<file path="src/sv/ecal_pkg.sv">
`timescale 1ns / 1ps

package ecal_pkg;

  // pipeline depth: split (3), calendar and time of day (7)
  localparam int NUM_STAGES = 10;

  // payload widths
  localparam int EPOCH_W = 64;
  localparam int SEC_W   = 6;
  localparam int MIN_W   = 6;
  localparam int HOUR_W  = 5;
  localparam int MDAY_W  = 5;
  localparam int MON_W   = 4;
  localparam int YEAR_W  = 14;
  localparam int WDAY_W  = 3;

  // internal widths
  localparam int DAYS_W = 22;
  localparam int SOD_W  = 17;

  // saturation: first second past 9999-12-31 23:59:59
  localparam logic [DAYS_W-1:0]  LAST_DAY = 22'd2932896;
  localparam logic [SOD_W-1:0]   LAST_SOD = 17'd86399;
  localparam logic [EPOCH_W-1:0] SAT_SECS = 64'd253402300800;

  // day count from 0000-03-01 and weekday bias
  localparam logic [DAYS_W-1:0] MARCH_OFS = 22'd719468;
  localparam logic [DAYS_W-1:0] WDAY_BIAS = 22'd4;

  // ceiling reciprocals, exact for the operand ranges used
  localparam int DAY_K  = 41;  // seconds / 128 / 675
  localparam int HOUR_K = 29;  // second of day / 3600
  localparam int MIN_K  = 18;  // second of hour / 60
  localparam int WDAY_K = 25;  // day count / 7
  localparam int YEAR_K = 49;  // scaled day count / 146097
  localparam int C100_K = 21;  // year / 100
  localparam int C400_K = 23;  // year / 400
  localparam int MON_K  = 21;  // scaled day of year / 306
  localparam int M12_K  = 16;  // month offset / 12

  localparam logic [31:0] DAY_RECIP  = 32'(((64'd1 << DAY_K) + 64'd674) / 64'd675);
  localparam logic [17:0] HOUR_RECIP = 18'(((64'd1 << HOUR_K) + 64'd3599) / 64'd3600);
  localparam logic [12:0] MIN_RECIP  = 13'(((64'd1 << MIN_K) + 64'd59) / 64'd60);
  localparam logic [22:0] WDAY_RECIP = 23'(((64'd1 << WDAY_K) + 64'd6) / 64'd7);
  localparam logic [31:0] YEAR_RECIP = 32'(((64'd1 << YEAR_K) + 64'd146096) / 64'd146097);
  localparam logic [14:0] C100_RECIP = 15'(((64'd1 << C100_K) + 64'd99) / 64'd100);
  localparam logic [14:0] C400_RECIP = 15'(((64'd1 << C400_K) + 64'd399) / 64'd400);
  // ten times the reciprocal of 306, folds the month scale into one product
  localparam logic [16:0] MON_RECIP  = 17'(64'd10 * (((64'd1 << MON_K) + 64'd305) / 64'd306));
  // 367 times the reciprocal of 12
  localparam logic [20:0] M12_RECIP  = 21'(64'd367 * (((64'd1 << M12_K) + 64'd11) / 64'd12));

  // March-based year boundary: day of year 306 is January 1
  localparam logic [8:0] JAN_YDAY = 9'd306;

  // per-stage load enables and valid flags
  typedef struct packed {
    logic [NUM_STAGES-1:0] en;
    logic [NUM_STAGES-1:0] vld;
  } ecal_ctrl_t;

endpackage

</file>
<file path="src/sv/ecal_in_if.sv">
`timescale 1ns / 1ps

interface ecal_in_if import ecal_pkg::*; ();
  logic                      valid;
  logic                      ready;
  logic signed [EPOCH_W-1:0] epoch_seconds;

  modport source (output valid, output epoch_seconds, input ready);
  modport sink   (input valid, input epoch_seconds, output ready);
endinterface

</file>
<file path="src/sv/ecal_out_if.sv">
`timescale 1ns / 1ps

interface ecal_out_if import ecal_pkg::*; ();
  logic              valid;
  logic              ready;
  logic [SEC_W-1:0]  second;
  logic [MIN_W-1:0]  minute;
  logic [HOUR_W-1:0] hour;
  logic [MDAY_W-1:0] day_of_month;
  logic [MON_W-1:0]  month;
  logic [YEAR_W-1:0] year;
  logic [WDAY_W-1:0] weekday;

  modport source (output valid, output second, output minute, output hour,
                  output day_of_month, output month, output year, output weekday,
                  input ready);
  modport sink   (input valid, input second, input minute, input hour,
                  input day_of_month, input month, input year, input weekday,
                  output ready);
endinterface

</file>
<file path="src/sv/ecal_pipe_ctrl.sv">
`timescale 1ns / 1ps

module ecal_pipe_ctrl import ecal_pkg::*; (
  input  logic       clk_i,
  input  logic       rst_ni,
  input  logic       in_valid_i,
  output logic       in_ready_o,
  input  logic       out_ready_i,
  output ecal_ctrl_t ctrl_o
);

  logic [NUM_STAGES-1:0] vld_q, vld_d;
  logic [NUM_STAGES-1:0] rdy;

  // a stage loads when it is empty or its item moves on
  assign rdy[NUM_STAGES-1] = ~vld_q[NUM_STAGES-1] | out_ready_i;
  for (genvar k = 0; k < NUM_STAGES - 1; k++) begin : g_rdy
    assign rdy[k] = ~vld_q[k] | rdy[k+1];
  end

  // valid flags follow the data
  always_comb begin
    vld_d = vld_q;
    for (int k = 0; k < NUM_STAGES; k++) begin
      if (rdy[k]) begin
        vld_d[k] = (k == 0) ? in_valid_i : vld_q[(k == 0) ? 0 : k - 1];
      end
    end
  end

  always_ff @(posedge clk_i or negedge rst_ni) begin
    if (!rst_ni) begin
      vld_q <= '0;
    end else begin
      vld_q <= vld_d;
    end
  end

  assign in_ready_o = rdy[0];
  assign ctrl_o.en  = rdy;
  assign ctrl_o.vld = vld_q;

`ifndef NO_ASSERTIONS
  // input only backs up once every stage holds an item
  a_full_when_blocked: assert property (@(posedge clk_i) disable iff (!rst_ni)
    !in_ready_o |-> (&vld_q))
    else $error("input stalled with an empty stage");

  // a stalled final item stays in place
  a_hold_last: assert property (@(posedge clk_i) disable iff (!rst_ni)
    (vld_q[NUM_STAGES-1] && !out_ready_i) |=> vld_q[NUM_STAGES-1])
    else $error("stalled result dropped");
`endif

endmodule

</file>
<file path="src/sv/ecal_day_split.sv">
`timescale 1ns / 1ps

module ecal_day_split import ecal_pkg::*; (
  input  logic               clk_i,
  input  ecal_ctrl_t         ctrl_i,
  input  logic [EPOCH_W-1:0] epoch_i,
  output logic [DAYS_W-1:0]  days_o,
  output logic [SOD_W-1:0]   sod_o
);

  // stage 1: clamp, detect saturation, drop the low seven bits (86400 = 128 * 675)
  logic        sat1_q;
  logic [30:0] x1_q;
  logic [6:0]  lo1_q;
  logic        neg;

  assign neg = epoch_i[EPOCH_W-1];

  always_ff @(posedge clk_i) begin
    if (ctrl_i.en[0]) begin
      sat1_q <= !neg && (epoch_i >= SAT_SECS);
      x1_q   <= neg ? '0 : epoch_i[37:7];
      lo1_q  <= neg ? '0 : epoch_i[6:0];
    end
  end

  // stage 2: quotient by 675 through the reciprocal
  logic [62:0]       day_prod;
  logic              sat2_q;
  logic [30:0]       x2_q;
  logic [6:0]        lo2_q;
  logic [DAYS_W-1:0] q2_q;

  assign day_prod = 63'(x1_q) * 63'(DAY_RECIP);

  always_ff @(posedge clk_i) begin
    if (ctrl_i.en[1]) begin
      sat2_q <= sat1_q;
      x2_q   <= x1_q;
      lo2_q  <= lo1_q;
      q2_q   <= day_prod[DAY_K+DAYS_W-1:DAY_K];
    end
  end

  // stage 3: remainder rebuilds the second of day, saturate last
  logic [30:0] rem_full;

  assign rem_full = x2_q - 31'(31'(q2_q) * 31'd675);

  always_ff @(posedge clk_i) begin
    if (ctrl_i.en[2]) begin
      days_o <= sat2_q ? LAST_DAY : q2_q;
      sod_o  <= sat2_q ? LAST_SOD : {rem_full[9:0], lo2_q};
    end
  end

endmodule

</file>
<file path="src/sv/ecal_time_of_day.sv">
`timescale 1ns / 1ps

module ecal_time_of_day import ecal_pkg::*; (
  input  logic              clk_i,
  input  logic              rst_ni,
  input  ecal_ctrl_t        ctrl_i,
  input  logic [SOD_W-1:0]  sod_i,
  output logic [SEC_W-1:0]  second_o,
  output logic [MIN_W-1:0]  minute_o,
  output logic [HOUR_W-1:0] hour_o
);

  // stage 4: hour
  logic [34:0]       hour_prod;
  logic [SOD_W-1:0]  sod4_q;
  logic [HOUR_W-1:0] hour4_q;

  assign hour_prod = 35'(sod_i) * 35'(HOUR_RECIP);

  always_ff @(posedge clk_i) begin
    if (ctrl_i.en[3]) begin
      sod4_q  <= sod_i;
      hour4_q <= hour_prod[HOUR_K+HOUR_W-1:HOUR_K];
    end
  end

  // stage 5: second within the hour
  logic [SOD_W-1:0]  remh_full;
  logic [11:0]       remh5_q;
  logic [HOUR_W-1:0] hour5_q;

  assign remh_full = sod4_q - 17'(17'(hour4_q) * 17'd3600);

  always_ff @(posedge clk_i) begin
    if (ctrl_i.en[4]) begin
      remh5_q <= remh_full[11:0];
      hour5_q <= hour4_q;
    end
  end

  // stage 6: minute
  logic [24:0]       min_prod;
  logic [11:0]       remh6_q;
  logic [HOUR_W-1:0] hour6_q;
  logic [MIN_W-1:0]  min6_q;

  assign min_prod = 25'(remh5_q) * 25'(MIN_RECIP);

  always_ff @(posedge clk_i) begin
    if (ctrl_i.en[5]) begin
      remh6_q <= remh5_q;
      hour6_q <= hour5_q;
      min6_q  <= min_prod[MIN_K+MIN_W-1:MIN_K];
    end
  end

  // stage 7: second
  logic [11:0]       sec_full;
  logic [HOUR_W-1:0] hour7_q;
  logic [MIN_W-1:0]  min7_q;
  logic [SEC_W-1:0]  sec7_q;

  assign sec_full = remh6_q - 12'(12'(min6_q) * 12'd60);

  always_ff @(posedge clk_i) begin
    if (ctrl_i.en[6]) begin
      hour7_q <= hour6_q;
      min7_q  <= min6_q;
      sec7_q  <= sec_full[SEC_W-1:0];
    end
  end

  // stages 8 to 10: line up with the date path
  logic [HOUR_W-1:0] hour8_q, hour9_q;
  logic [MIN_W-1:0]  min8_q, min9_q;
  logic [SEC_W-1:0]  sec8_q, sec9_q;

  always_ff @(posedge clk_i) begin
    if (ctrl_i.en[7]) begin
      hour8_q <= hour7_q;
      min8_q  <= min7_q;
      sec8_q  <= sec7_q;
    end
    if (ctrl_i.en[8]) begin
      hour9_q <= hour8_q;
      min9_q  <= min8_q;
      sec9_q  <= sec8_q;
    end
    if (ctrl_i.en[9]) begin
      hour_o   <= hour9_q;
      minute_o <= min9_q;
      second_o <= sec9_q;
    end
  end

`ifndef NO_ASSERTIONS
  // time of day fields stay in range on a valid result
  a_tod_range: assert property (@(posedge clk_i) disable iff (!rst_ni)
    ctrl_i.vld[NUM_STAGES-1] |->
      (hour_o < 5'd24 && minute_o < 6'd60 && second_o < 6'd60))
    else $error("time of day out of range");
`endif

endmodule

</file>
<file path="src/sv/ecal_date.sv">
`timescale 1ns / 1ps

module ecal_date import ecal_pkg::*; (
  input  logic              clk_i,
  input  logic              rst_ni,
  input  ecal_ctrl_t        ctrl_i,
  input  logic [DAYS_W-1:0] days_i,
  output logic [MDAY_W-1:0] day_of_month_o,
  output logic [MON_W-1:0]  month_o,
  output logic [YEAR_W-1:0] year_o,
  output logic [WDAY_W-1:0] weekday_o
);

  // stage 4: March-based day count, scaled for the year estimate, weekday quotient
  logic [DAYS_W-1:0] m_day;
  logic [DAYS_W-1:0] wv;
  logic [44:0]       wday_prod;
  logic [DAYS_W-1:0] m4_q;
  logic [30:0]       p4_q;
  logic [DAYS_W-1:0] wv4_q;
  logic [19:0]       q7_4_q;

  assign m_day     = days_i + MARCH_OFS;
  assign wv        = days_i + WDAY_BIAS;
  assign wday_prod = 45'(wv) * 45'(WDAY_RECIP);

  always_ff @(posedge clk_i) begin
    if (ctrl_i.en[3]) begin
      m4_q   <= m_day;
      p4_q   <= 31'(31'(m_day + 22'd2) * 31'd400);
      wv4_q  <= wv;
      q7_4_q <= wday_prod[WDAY_K+19:WDAY_K];
    end
  end

  // stage 5: year estimate, weekday
  logic [62:0]       year_prod;
  logic [DAYS_W-1:0] wrem;
  logic [DAYS_W-1:0] m5_q;
  logic [YEAR_W-1:0] year5_q;
  logic [WDAY_W-1:0] wday5_q;

  assign year_prod = 63'(p4_q) * 63'(YEAR_RECIP);
  assign wrem      = wv4_q - 22'(22'(q7_4_q) * 22'd7);

  always_ff @(posedge clk_i) begin
    if (ctrl_i.en[4]) begin
      m5_q    <= m4_q;
      year5_q <= year_prod[YEAR_K+YEAR_W-1:YEAR_K];
      wday5_q <= wrem[WDAY_W-1:0];
    end
  end

  // stage 6: terms of the days before the estimated year
  logic [28:0]       c100_prod;
  logic [28:0]       c400_prod;
  logic [DAYS_W-1:0] m6_q;
  logic [YEAR_W-1:0] year6_q;
  logic [WDAY_W-1:0] wday6_q;
  logic [DAYS_W-1:0] y365_6_q;
  logic [11:0]       y4_6_q;
  logic [6:0]        q100_6_q;
  logic [4:0]        q400_6_q;

  assign c100_prod = 29'(year5_q) * 29'(C100_RECIP);
  assign c400_prod = 29'(year5_q) * 29'(C400_RECIP);

  always_ff @(posedge clk_i) begin
    if (ctrl_i.en[5]) begin
      m6_q     <= m5_q;
      year6_q  <= year5_q;
      wday6_q  <= wday5_q;
      y365_6_q <= 22'(22'(year5_q) * 22'd365);
      y4_6_q   <= year5_q[YEAR_W-1:2];
      q100_6_q <= c100_prod[C100_K+6:C100_K];
      q400_6_q <= c400_prod[C400_K+4:C400_K];
    end
  end

  // stage 7: day of the estimated year, leap flag
  logic [DAYS_W-1:0] base;
  logic              leap;
  logic [22:0]       yraw7_q;
  logic              leap7_q;
  logic [YEAR_W-1:0] year7_q;
  logic [WDAY_W-1:0] wday7_q;

  assign base = y365_6_q + 22'(y4_6_q) - 22'(q100_6_q) + 22'(q400_6_q);
  assign leap = (year6_q[1:0] == 2'b00) &&
                ((14'(14'(q100_6_q) * 14'd100) != year6_q) ||
                 (14'(14'(q400_6_q) * 14'd400) == year6_q));

  always_ff @(posedge clk_i) begin
    if (ctrl_i.en[6]) begin
      yraw7_q <= {1'b0, m6_q} - {1'b0, base};
      leap7_q <= leap;
      year7_q <= year6_q;
      wday7_q <= wday6_q;
    end
  end

  // stage 8: step back one year when the estimate overshoots
  logic [22:0]       yfix;
  logic [8:0]        yday8_q;
  logic [YEAR_W-1:0] year8_q;
  logic [WDAY_W-1:0] wday8_q;

  assign yfix = yraw7_q + 23'd365 + 23'(leap7_q);

  always_ff @(posedge clk_i) begin
    if (ctrl_i.en[7]) begin
      if (yraw7_q[22]) begin
        yday8_q <= yfix[8:0];
        year8_q <= year7_q - 14'd1;
      end else begin
        yday8_q <= yraw7_q[8:0];
        year8_q <= year7_q;
      end
      wday8_q <= wday7_q;
    end
  end

  // stage 9: March-based month index
  logic [25:0]       mon_prod;
  logic [8:0]        yday9_q;
  logic [MON_W-1:0]  mon9_q;
  logic [YEAR_W-1:0] year9_q;
  logic [WDAY_W-1:0] wday9_q;

  assign mon_prod = 26'(yday8_q + 9'd31) * 26'(MON_RECIP);

  always_ff @(posedge clk_i) begin
    if (ctrl_i.en[8]) begin
      yday9_q <= yday8_q;
      mon9_q  <= mon_prod[MON_K+MON_W-1:MON_K];
      year9_q <= year8_q;
      wday9_q <= wday8_q;
    end
  end

  // stage 10: day of month, move January and February into the next year
  logic [24:0] m12_prod;
  logic [8:0]  mday_full;

  assign m12_prod  = 25'(mon9_q) * 25'(M12_RECIP);
  assign mday_full = yday9_q - m12_prod[M12_K+8:M12_K] + 9'd31;

  always_ff @(posedge clk_i) begin
    if (ctrl_i.en[9]) begin
      day_of_month_o <= mday_full[MDAY_W-1:0];
      weekday_o      <= wday9_q;
      if (yday9_q >= JAN_YDAY) begin
        year_o  <= year9_q + 14'd1;
        month_o <= mon9_q - 4'd10;
      end else begin
        year_o  <= year9_q;
        month_o <= mon9_q + 4'd2;
      end
    end
  end

`ifndef NO_ASSERTIONS
  // corrected day of the March year stays within a year
  a_yday_range: assert property (@(posedge clk_i) disable iff (!rst_ni)
    ctrl_i.vld[7] |-> (yday8_q <= 9'd365))
    else $error("day of year out of range");

  // calendar fields in range on a valid result
  a_date_range: assert property (@(posedge clk_i) disable iff (!rst_ni)
    ctrl_i.vld[NUM_STAGES-1] |->
      (month_o >= 4'd1 && month_o <= 4'd12 &&
       day_of_month_o >= 5'd1 && weekday_o <= 3'd6))
    else $error("date field out of range");

  a_year_range: assert property (@(posedge clk_i) disable iff (!rst_ni)
    ctrl_i.vld[NUM_STAGES-1] |-> (year_o >= 14'd1970 && year_o <= 14'd9999))
    else $error("year out of range");
`endif

endmodule

</file>
<file path="src/sv/epoch_seconds_to_calendar.sv">
`timescale 1ns / 1ps

// channel  dir  handshake     payload
// in_i     in   valid/ready   epoch_seconds (64, signed)
// out_o    out  valid/ready   second, minute, hour, day_of_month, month, year, weekday
//
// one transfer per cycle in each direction when the output is not stalled
// the day/second split feeds the calendar and time of day paths, which run side by side
// every stage holds a valid bit; an empty stage loads even while a later one stalls
// a stall backs up stage by stage; in_i.ready drops only once all stages are full
// reset clears the valid bits only, the datapath needs none

module epoch_seconds_to_calendar import ecal_pkg::*; (
  input  logic   clk_i,
  input  logic   rst_ni,
  ecal_in_if.sink    in_i,
  ecal_out_if.source out_o
);

  ecal_ctrl_t        ctrl;
  logic [DAYS_W-1:0] days;
  logic [SOD_W-1:0]  sod;

  // valid and enable chain
  ecal_pipe_ctrl u_ctrl (
    .clk_i       (clk_i),
    .rst_ni      (rst_ni),
    .in_valid_i  (in_i.valid),
    .in_ready_o  (in_i.ready),
    .out_ready_i (out_o.ready),
    .ctrl_o      (ctrl)
  );

  // seconds to day count and second of day
  ecal_day_split u_split (
    .clk_i   (clk_i),
    .ctrl_i  (ctrl),
    .epoch_i (in_i.epoch_seconds),
    .days_o  (days),
    .sod_o   (sod)
  );

  // hour, minute, second
  ecal_time_of_day u_tod (
    .clk_i    (clk_i),
    .rst_ni   (rst_ni),
    .ctrl_i   (ctrl),
    .sod_i    (sod),
    .second_o (out_o.second),
    .minute_o (out_o.minute),
    .hour_o   (out_o.hour)
  );

  // year, month, day, weekday
  ecal_date u_date (
    .clk_i          (clk_i),
    .rst_ni         (rst_ni),
    .ctrl_i         (ctrl),
    .days_i         (days),
    .day_of_month_o (out_o.day_of_month),
    .month_o        (out_o.month),
    .year_o         (out_o.year),
    .weekday_o      (out_o.weekday)
  );

  assign out_o.valid = ctrl.vld[NUM_STAGES-1];

endmodule
</file>
<file path="src/flat_wrapper.sv">
// flat-port wrapper written by rule: the top's interface ports become plain ports
module epoch_seconds_to_calendar_flat import ecal_pkg::*;
  (clk_i, rst_ni, in_i_valid, in_i_epoch_seconds, in_i_ready, out_o_valid, out_o_second, out_o_minute, out_o_hour, out_o_day_of_month, out_o_month, out_o_year, out_o_weekday, out_o_ready);
  ecal_in_if in_i_i ();
  ecal_out_if out_o_i ();
  input  logic clk_i;
  input  logic rst_ni;
  input wire logic [$bits(in_i_i.valid)-1:0] in_i_valid;
  input wire logic [$bits(in_i_i.epoch_seconds)-1:0] in_i_epoch_seconds;
  output wire logic [$bits(in_i_i.ready)-1:0] in_i_ready;
  output wire logic [$bits(out_o_i.valid)-1:0] out_o_valid;
  output wire logic [$bits(out_o_i.second)-1:0] out_o_second;
  output wire logic [$bits(out_o_i.minute)-1:0] out_o_minute;
  output wire logic [$bits(out_o_i.hour)-1:0] out_o_hour;
  output wire logic [$bits(out_o_i.day_of_month)-1:0] out_o_day_of_month;
  output wire logic [$bits(out_o_i.month)-1:0] out_o_month;
  output wire logic [$bits(out_o_i.year)-1:0] out_o_year;
  output wire logic [$bits(out_o_i.weekday)-1:0] out_o_weekday;
  input wire logic [$bits(out_o_i.ready)-1:0] out_o_ready;
  assign in_i_i.valid = in_i_valid;
  assign in_i_i.epoch_seconds = in_i_epoch_seconds;
  assign in_i_ready = in_i_i.ready;
  assign out_o_valid = out_o_i.valid;
  assign out_o_second = out_o_i.second;
  assign out_o_minute = out_o_i.minute;
  assign out_o_hour = out_o_i.hour;
  assign out_o_day_of_month = out_o_i.day_of_month;
  assign out_o_month = out_o_i.month;
  assign out_o_year = out_o_i.year;
  assign out_o_weekday = out_o_i.weekday;
  assign out_o_i.ready = out_o_ready;
  epoch_seconds_to_calendar u_core (.clk_i(clk_i), .rst_ni(rst_ni), .in_i(in_i_i), .out_o(out_o_i));
endmodule
</file>
<file path="config.mk">
export PLATFORM = sky130hd
export DESIGN_NAME = epoch_seconds_to_calendar_flat
export DESIGN_NICKNAME = d
export VERILOG_FILES = /design/src/sv/ecal_pkg.sv /design/src/sv/ecal_in_if.sv /design/src/sv/ecal_out_if.sv /design/src/sv/ecal_pipe_ctrl.sv /design/src/sv/ecal_day_split.sv /design/src/sv/ecal_time_of_day.sv /design/src/sv/ecal_date.sv /design/src/sv/epoch_seconds_to_calendar.sv /design/src/flat_wrapper.sv
export SDC_FILE = /design/constraint.sdc
export NUM_CORES = 2
export LEC_CHECK = 0
export BUFFER_PORTS_ARGS = -buffer_cell sky130_fd_sc_hd__buf_2
export CAP_MARGIN = 40
export CORE_MARGIN = 2
export CORE_UTILIZATION = 45
export DETAILED_ROUTE_END_ITERATION = 8
export SYNTH_ARGS = -nofsm -noshare
export SYNTH_HDL_FRONTEND = slang
export SYNTH_SLANG_ARGS = --single-unit
</file>
<file path="constraint.sdc">
create_clock -name clk_i -period 7.1 [get_ports clk_i]
set_input_delay 0.71 -clock clk_i [delete_from_list [all_inputs] [get_ports clk_i]]
set_output_delay 0.71 -clock clk_i [all_outputs]
set_load 0.01 [all_outputs]
</file>
# --- Word level (Yosys, flattened, before mapping) ---
# Cells that the tools add are included.
op_classes:
  multipliers: 16
  muxes: 4
  n_bitwise: 20
  magnitude_cmp: 2
  n_eq_ne: 2
  reduce_logical: 5
  n_addsub: 20
op_table:
  columns: ["op", "count"]
  rows:
  - [">= comparator 64 x 38 -> 1 bit (second input constant)", 1]
  - ["multiplier 31 x 32 -> 63 bit (second input constant)", 1]
  - ["multiplier 27 x 30 -> 57 bit (second input constant)", 1]
  - ["multiplier 22 x 23 -> 45 bit (second input constant)", 1]
  - ["multiplier 17 x 18 -> 34 bit (second input constant)", 1]
  - ["two-way mux 14 bit", 2]
  - ["multiplier 23 x 5 -> 27 bit (second input constant)", 1]
  - ["multiplier 14 x 13 -> 26 bit (second input constant)", 1]
  - ["adder 22 x 2 -> 23 bit (second input constant)", 1]
  - ["multiplier 10 x 15 -> 23 bit (second input constant)", 1]
  - ["multiplier 12 x 12 -> 23 bit (second input constant)", 1]
  - ["subtractor 22 x 22 -> 23 bit", 1]
  - ["adder 22 x 12 -> 22 bit", 1]
  - ["adder 22 x 20 -> 22 bit (second input constant)", 1]
  - ["adder 22 x 3 -> 22 bit (second input constant)", 1]
  - ["adder 22 x 5 -> 22 bit", 1]
  - ["multiplier 14 x 9 -> 22 bit (second input constant)", 1]
  - ["multiplier 22 x 10 -> 10 bit (second input constant)", 1]
  - ["subtractor 22 x 7 -> 22 bit", 1]
  - ["multiplier 20 x 3 -> 3 bit (second input constant)", 1]
  - ["multiplier 4 x 20 -> 20 bit (second input constant)", 1]
  - ["adder 14 x 1 -> 14 bit (second input constant)", 1]
  - ["equality test 14 bit", 1]
  - ["!= test 14 bit", 1]
  - ["other kinds (25)", 44]
word_totals:
  output_inout_bits: 45
  regBits: 566
  wordCells: 136
  in_bits: 68

# --- Longest topological paths before layout ---
depth:
  depth_word: 11
  mapped_depth: 29
  depth_no_buf: 28

# --- Hierarchy ---
# From an unflattened synthesis, not the netlist that was laid out.
hier_totals:
  hier_cells: 6241
  hier_area_um2: 69454.1
modules_own_cells:
  columns: ["mod", "instances", "area_per_inst_um2", "cells_per_inst"]
  rows:
  - ["ecal_date", 1, 39830.7, 3652]
  - ["ecal_day_split", 1, 19210.9, 1732]
  - ["ecal_time_of_day", 1, 9962.1, 820]
  - ["ecal_pipe_ctrl", 1, 450.4, 37]

# --- Worst setup path before layout ---
# Ideal clock, no wire load.
synth_path:
  path_kind: "reg-to-reg"
  startpoint: "register u_core.u_split.days_o[2]"
  endpoint: "register u_core.u_date.q7_4_q[2] (data pin)"
  required_time_ps: 6840
  arrival_ps: 6666
  stages_incl_launch_ff: 28
  period_less_slack_ps: 6926
  setup_slack_ps: 174
  path_cell_list: "edfxtp_1 ha_1 nand2_1 nor3_1 nand4_1 nor2_1 and2_1 xor2_1 ha_1 ha_1 inv_1 fa_1 fa_1 inv_1 fa_1 fa_1 fa_1 ha_1 a21o_1 a21o_1 a41o_1 a21o_1 a21o_1 a21o_1 a21oi_1 nor2b_1 o2bb2ai_1 xnor2_1"
synth_via:
  elab_chain_cells: 2
synth_rtl:
  columns: ["item", "line_no", "rtl"]
  rows:
  - ["from (decl)", "ecal_day_split.sv:7", "output logic [DAYS_W-1:0] days_o,"]
  - ["from (signal assigned)", "ecal_day_split.sv:52", "days_o <= sat2_q ? LAST_DAY : q2_q;"]
  - ["adder 22 x 3 -> 22 bit", "ecal_date.sv:24", "assign wv = days_i + WDAY_BIAS;"]
  - ["multiplier 22 x 23 -> 45 bit", "ecal_date.sv:25", "assign wday_prod = 45'(wv) * 45'(WDAY_RECIP);"]
  - ["via u_core.u_date.wday_prod[27]", "ecal_date.sv:17", "logic [44:0] wday_prod;"]
  - ["to (signal assigned)", "ecal_date.sv:32", "q7_4_q <= wday_prod[WDAY_K+19:WDAY_K];"]
  - ["to (decl)", "ecal_date.sv:21", "logic [19:0] q7_4_q;"]
# The timed path passes the listed nets, and every way through them passes these cells.
# A chain may end at the register's enable or synchronous reset.

# --- Worst setup path in the final report ---
layout_path:
  startpoint: "register u_core.u_date.p4_q[12]"
  endpoint: "register u_core.u_date.year5_q[13] (data pin)"
layout_via:
  elab_chain_cells: 1
layout_rtl:
  columns: ["item", "line_no", "rtl"]
  rows:
  - ["from (decl)", "ecal_date.sv:19", "logic [30:0] p4_q;"]
  - ["from (signal assigned)", "ecal_date.sv:30", "p4_q <= 31'(31'(m_day + 22'd2) * 31'd400);"]
  - ["multiplier 27 x 30 -> 57 bit", "ecal_date.sv:43", "assign year_prod = 63'(p4_q) * 63'(YEAR_RECIP);"]
  - ["via u_core.u_date.year_prod[62]", "ecal_date.sv:37", "logic [62:0] year_prod;"]
  - ["to (signal assigned)", "ecal_date.sv:49", "year5_q <= year_prod[YEAR_K+YEAR_W-1:YEAR_K];"]
  - ["to (decl)", "ecal_date.sv:40", "logic [YEAR_W-1:0] year5_q;"]
# The timed path passes the listed nets, and every way through them passes these cells.

==> impl_metrics.csv <==
group,metric,value,unit
status,status,"finished clean",
timing,slew_headroom,45.6,%
logic_synthesis,ys_warn_count,0,
logic_synthesis,netlist_area,69000,sq um
global_routing,grt_pass1_vias,46715,
finish,finalNetCount,9080,
logic_synthesis,synth_top_area_share,27.6,%
critical_path,path_class,"reg -> reg",
clock_network,cts_buffers,60,
clock_network,cts_tree,"done",
clock_network,clk_latency,0.71,ns
critical_path,arrival,7.33,ns
timing,worst_slew_pin_slew,0.816,ns
clock_network,clk_path_buf_depth,3,
routing,postRouteAntennaNets,0,
timing,post-route-min-period,6.95,ns
die,dieArea,157000,sq um
timing,hold_violations,0,
routing,routed_via_density,4.93,
critical_path,start_kind,"register",
logic_synthesis,synthTopCellsByArea,"fa_1 28%, ha_1 26%, edfxtp_1 22%",
finish,final_cells,8683,
critical_path,cpPeakStageDelay,0.55,ns
global_routing,grt_pass1_wl,256000,microns
logic_synthesis,ys.flop_type,"edfxtp_1",
routing,wire_per_inst,18.3,microns
logic_synthesis,synth_fp_nets,8692,
global_routing,grt_usage,21.0,%
logic_synthesis,synth_compound_area_share,5.06,%
placed_design,place_congestion,0.959,
finish,fillers,13811,
finish,multi_input_area,47500,sq um
finish,antenna_cells,0,
timing,fmax,144,MHz
global_routing,met1_usage,26.7,%
logic_synthesis,synth-edff-count,503,
global_routing,busiest_layer,"met2",
routing,first_pass_iters,6,
global_routing,antenna_found_initial,2,
critical_path,critPathSlowestCell,"fa_1",
timing,setup_tns,0,ns
logic_synthesis,synth_top_family_by_area,"adder cells",
logic_synthesis,ys_types,86,
die,core,152000,sq um
critical_path,endpoint_kind,"register",
logic_synthesis,async_flop_share,1.95,%
logic_synthesis,synth_xor_area_share,3.98,%
global_routing,grtUsageMet2,37.7,%
clock_network,cts.sinks,513,
logic_synthesis,ys_ff_latch,513,
die,fp.dieW,396,microns
finish,syn_to_final_growth,11.1,%
routing,first_iter_violations,1757,
die,num_rows,143,
placed_design,placed_cells,8500,
critical_path,cp_max_fo,5,
logic_synthesis,synthAdderAreaFrac,54.0,%
global_routing,met3_usage,2.12,%
flow_run,maxCapViolCount,0,
logic_synthesis,seq_area_frac_synth,22.2,%
routing,drc,0,
timing,fin_crit_sh,97.9,%
timing,finalSetupViolCount,0,
timing,skew,0.0739,ns
routing,num_vias,42834,
logic_synthesis,synth-simple-area-share,4.73,%
global_routing,grt_max_degree,64,
routing,wirelength,159000,microns
die,die_h,396,microns
clock_network,clk_pin_slew,0.06,ns
placed_design,portBuffers,112,
logic_synthesis,syn-mean-instance-area,11.1,sq um
logic_synthesis,yosysMostFrequentCell,"inv_1",
critical_path,critPathRequiredTime,7.48,ns
global_routing,overflow,0,
die,start_util,45.4,%
finish,regArea,15400,sq um
logic_synthesis,synth_mux_area_share,0.0616,%
finish,drive_gt1_share,9.32,%
timing,timing.final.max_slew_violations,0,
placed_design,dp_hpwl,139000,microns
logic_synthesis,synth_area_leader_cell,"fa_1",
logic_synthesis,synth_cells,6215,
worst_hold_path,hold_class,"in -> reg",
clock_network,cts-root-buf,"clkbuf_16",
logic_synthesis,ys_top_cells_by_count,"1797 x inv_1, 1459 x ha_1, 950 x fa_1",
clock_network,htree_num_levels,2,
die,ios,113,
[worst max-delay path, delay by kind of cell (launching register included)]
family	cells	cell delay [ns]
AO/OA/AOI/OAI	6	1.06
XOR/XNOR	1	0.13
adder cells (fa/ha/maj)	8	3.60
buffers and inverters	9	0.84
flip-flops	1	0.51
AND/OR/NAND/NOR	3	0.47
[flip-flops by register name (all words and copies together) (netlist names), 12 cells and up]
name	flops
u_core.u_date.m5_q	22
u_core.u_date.year5_q	14
u_core.u_split.q2_q	22
u_core.u_split.x1_q	31
u_core.u_date.year9_q	14
u_core.u_tod.remh5_q	12
u_core.u_date.year6_q	14
u_core.u_date.year7_q	14
u_core.u_date.p4_q	26
u_core.u_date.year_o	14
u_core.u_split.sod_o	17
u_core.u_date.m4_q	22
u_core.u_split.days_o	22
u_core.u_date.m6_q	22
u_core.u_date.y365_6_q	20
u_core.u_date.year8_q	14
u_core.u_tod.sod4_q	12
[routing by layer]
metal	part of all wire, %	wire [microns]
met5	0.011	17
met4	3.1	4900
met3	3.1	4850
met2	51	80800
met1	43	68000
[kinds of logic (layout without fill, tap and decap cells)]
logic type | Yosys count | after routing
XOR/XNOR | 313 | 313
adder cells (fa/ha/maj) | 2409 | 2409
AND/OR/NAND/NOR | 627 | 627
AO/OA/AOI/OAI | 527 | 527
buffers and inverters | 1822 | 2260
multiplexers | 4 | 4
flip-flops | 513 | 513
[per-stage QoR]
step	utilization (%)	area, sq um	hold WS (ns)	setup WS (ns)
after floorplan	-	69000	0.400	0.174
after global placement	48.2	73300	0.401	-0.164
after detailed placement	48.3	73400	0.405	-0.211
after CTS	49.7	75600	0.224	0.00364
after global routing	50.4	76700	0.263	-0.0276
final	50.4	76700	0.264	0.148
[cell usage in the layout, fill, tap and decap left out, types with 27 or more instances in the layout]
cell type  instances
buf_2            112
fa_1             929
and3_1            30
nand3_1           49
o21ai_0           81
ha_1            1418
ha_4              27
inv_1           1778
nor2_1           122
a21oi_1          153
nor3_1            51
edfxtp_1         503
nor2b_1           81
xor2_1           100
nand2b_1          32
clkbuf_16         61
xnor2_1          210
nand4_1           37
a21o_1            80
buf_4            225
nand2_1          106
[what timing repair did]
action / CTS / global route
pin swaps: 6 / 84
hold buffers: 1 / 0
gates resized for setup: 8 / 131
setup buffers: 7 / 63
hold endpoints to repair: 10 / 0
setup endpoints to repair: 12 / 32
[worst paths after layout]
path	from	endpoint	depth (start not counted)	slack [ns]
max	u_core.u_date.p4_q[12]	u_core.u_date.year5_q[13]	27	0.15
min	in_i_valid	u_core.u_ctrl.vld_q[0]	2	0.26
max reg2reg	u_core.u_date.p4_q[12]	u_core.u_date.year5_q[13]	27	0.15
min reg2reg	u_core.u_date.m5_q[21]	u_core.u_date.m6_q[21]	0	0.40
max in group asynchronous	rst_ni	u_core.u_ctrl.vld_q[3]	2	6.42
min in group asynchronous	rst_ni	u_core.u_ctrl.vld_q[5]	2	0.43
[area by class of cell]
cell class              count  area share, %
flip-flops and latches    513           20.0
multi-input cells        3880           61.9
inverters                1797           8.80
well taps                2030           3.31
clock buffers              66           2.03
repair buffers            351           3.20
clock inverters            46          0.693
Power is not shown: default switching activity piles up to over one toggle a cycle in this logic, so the estimate is an artifact.
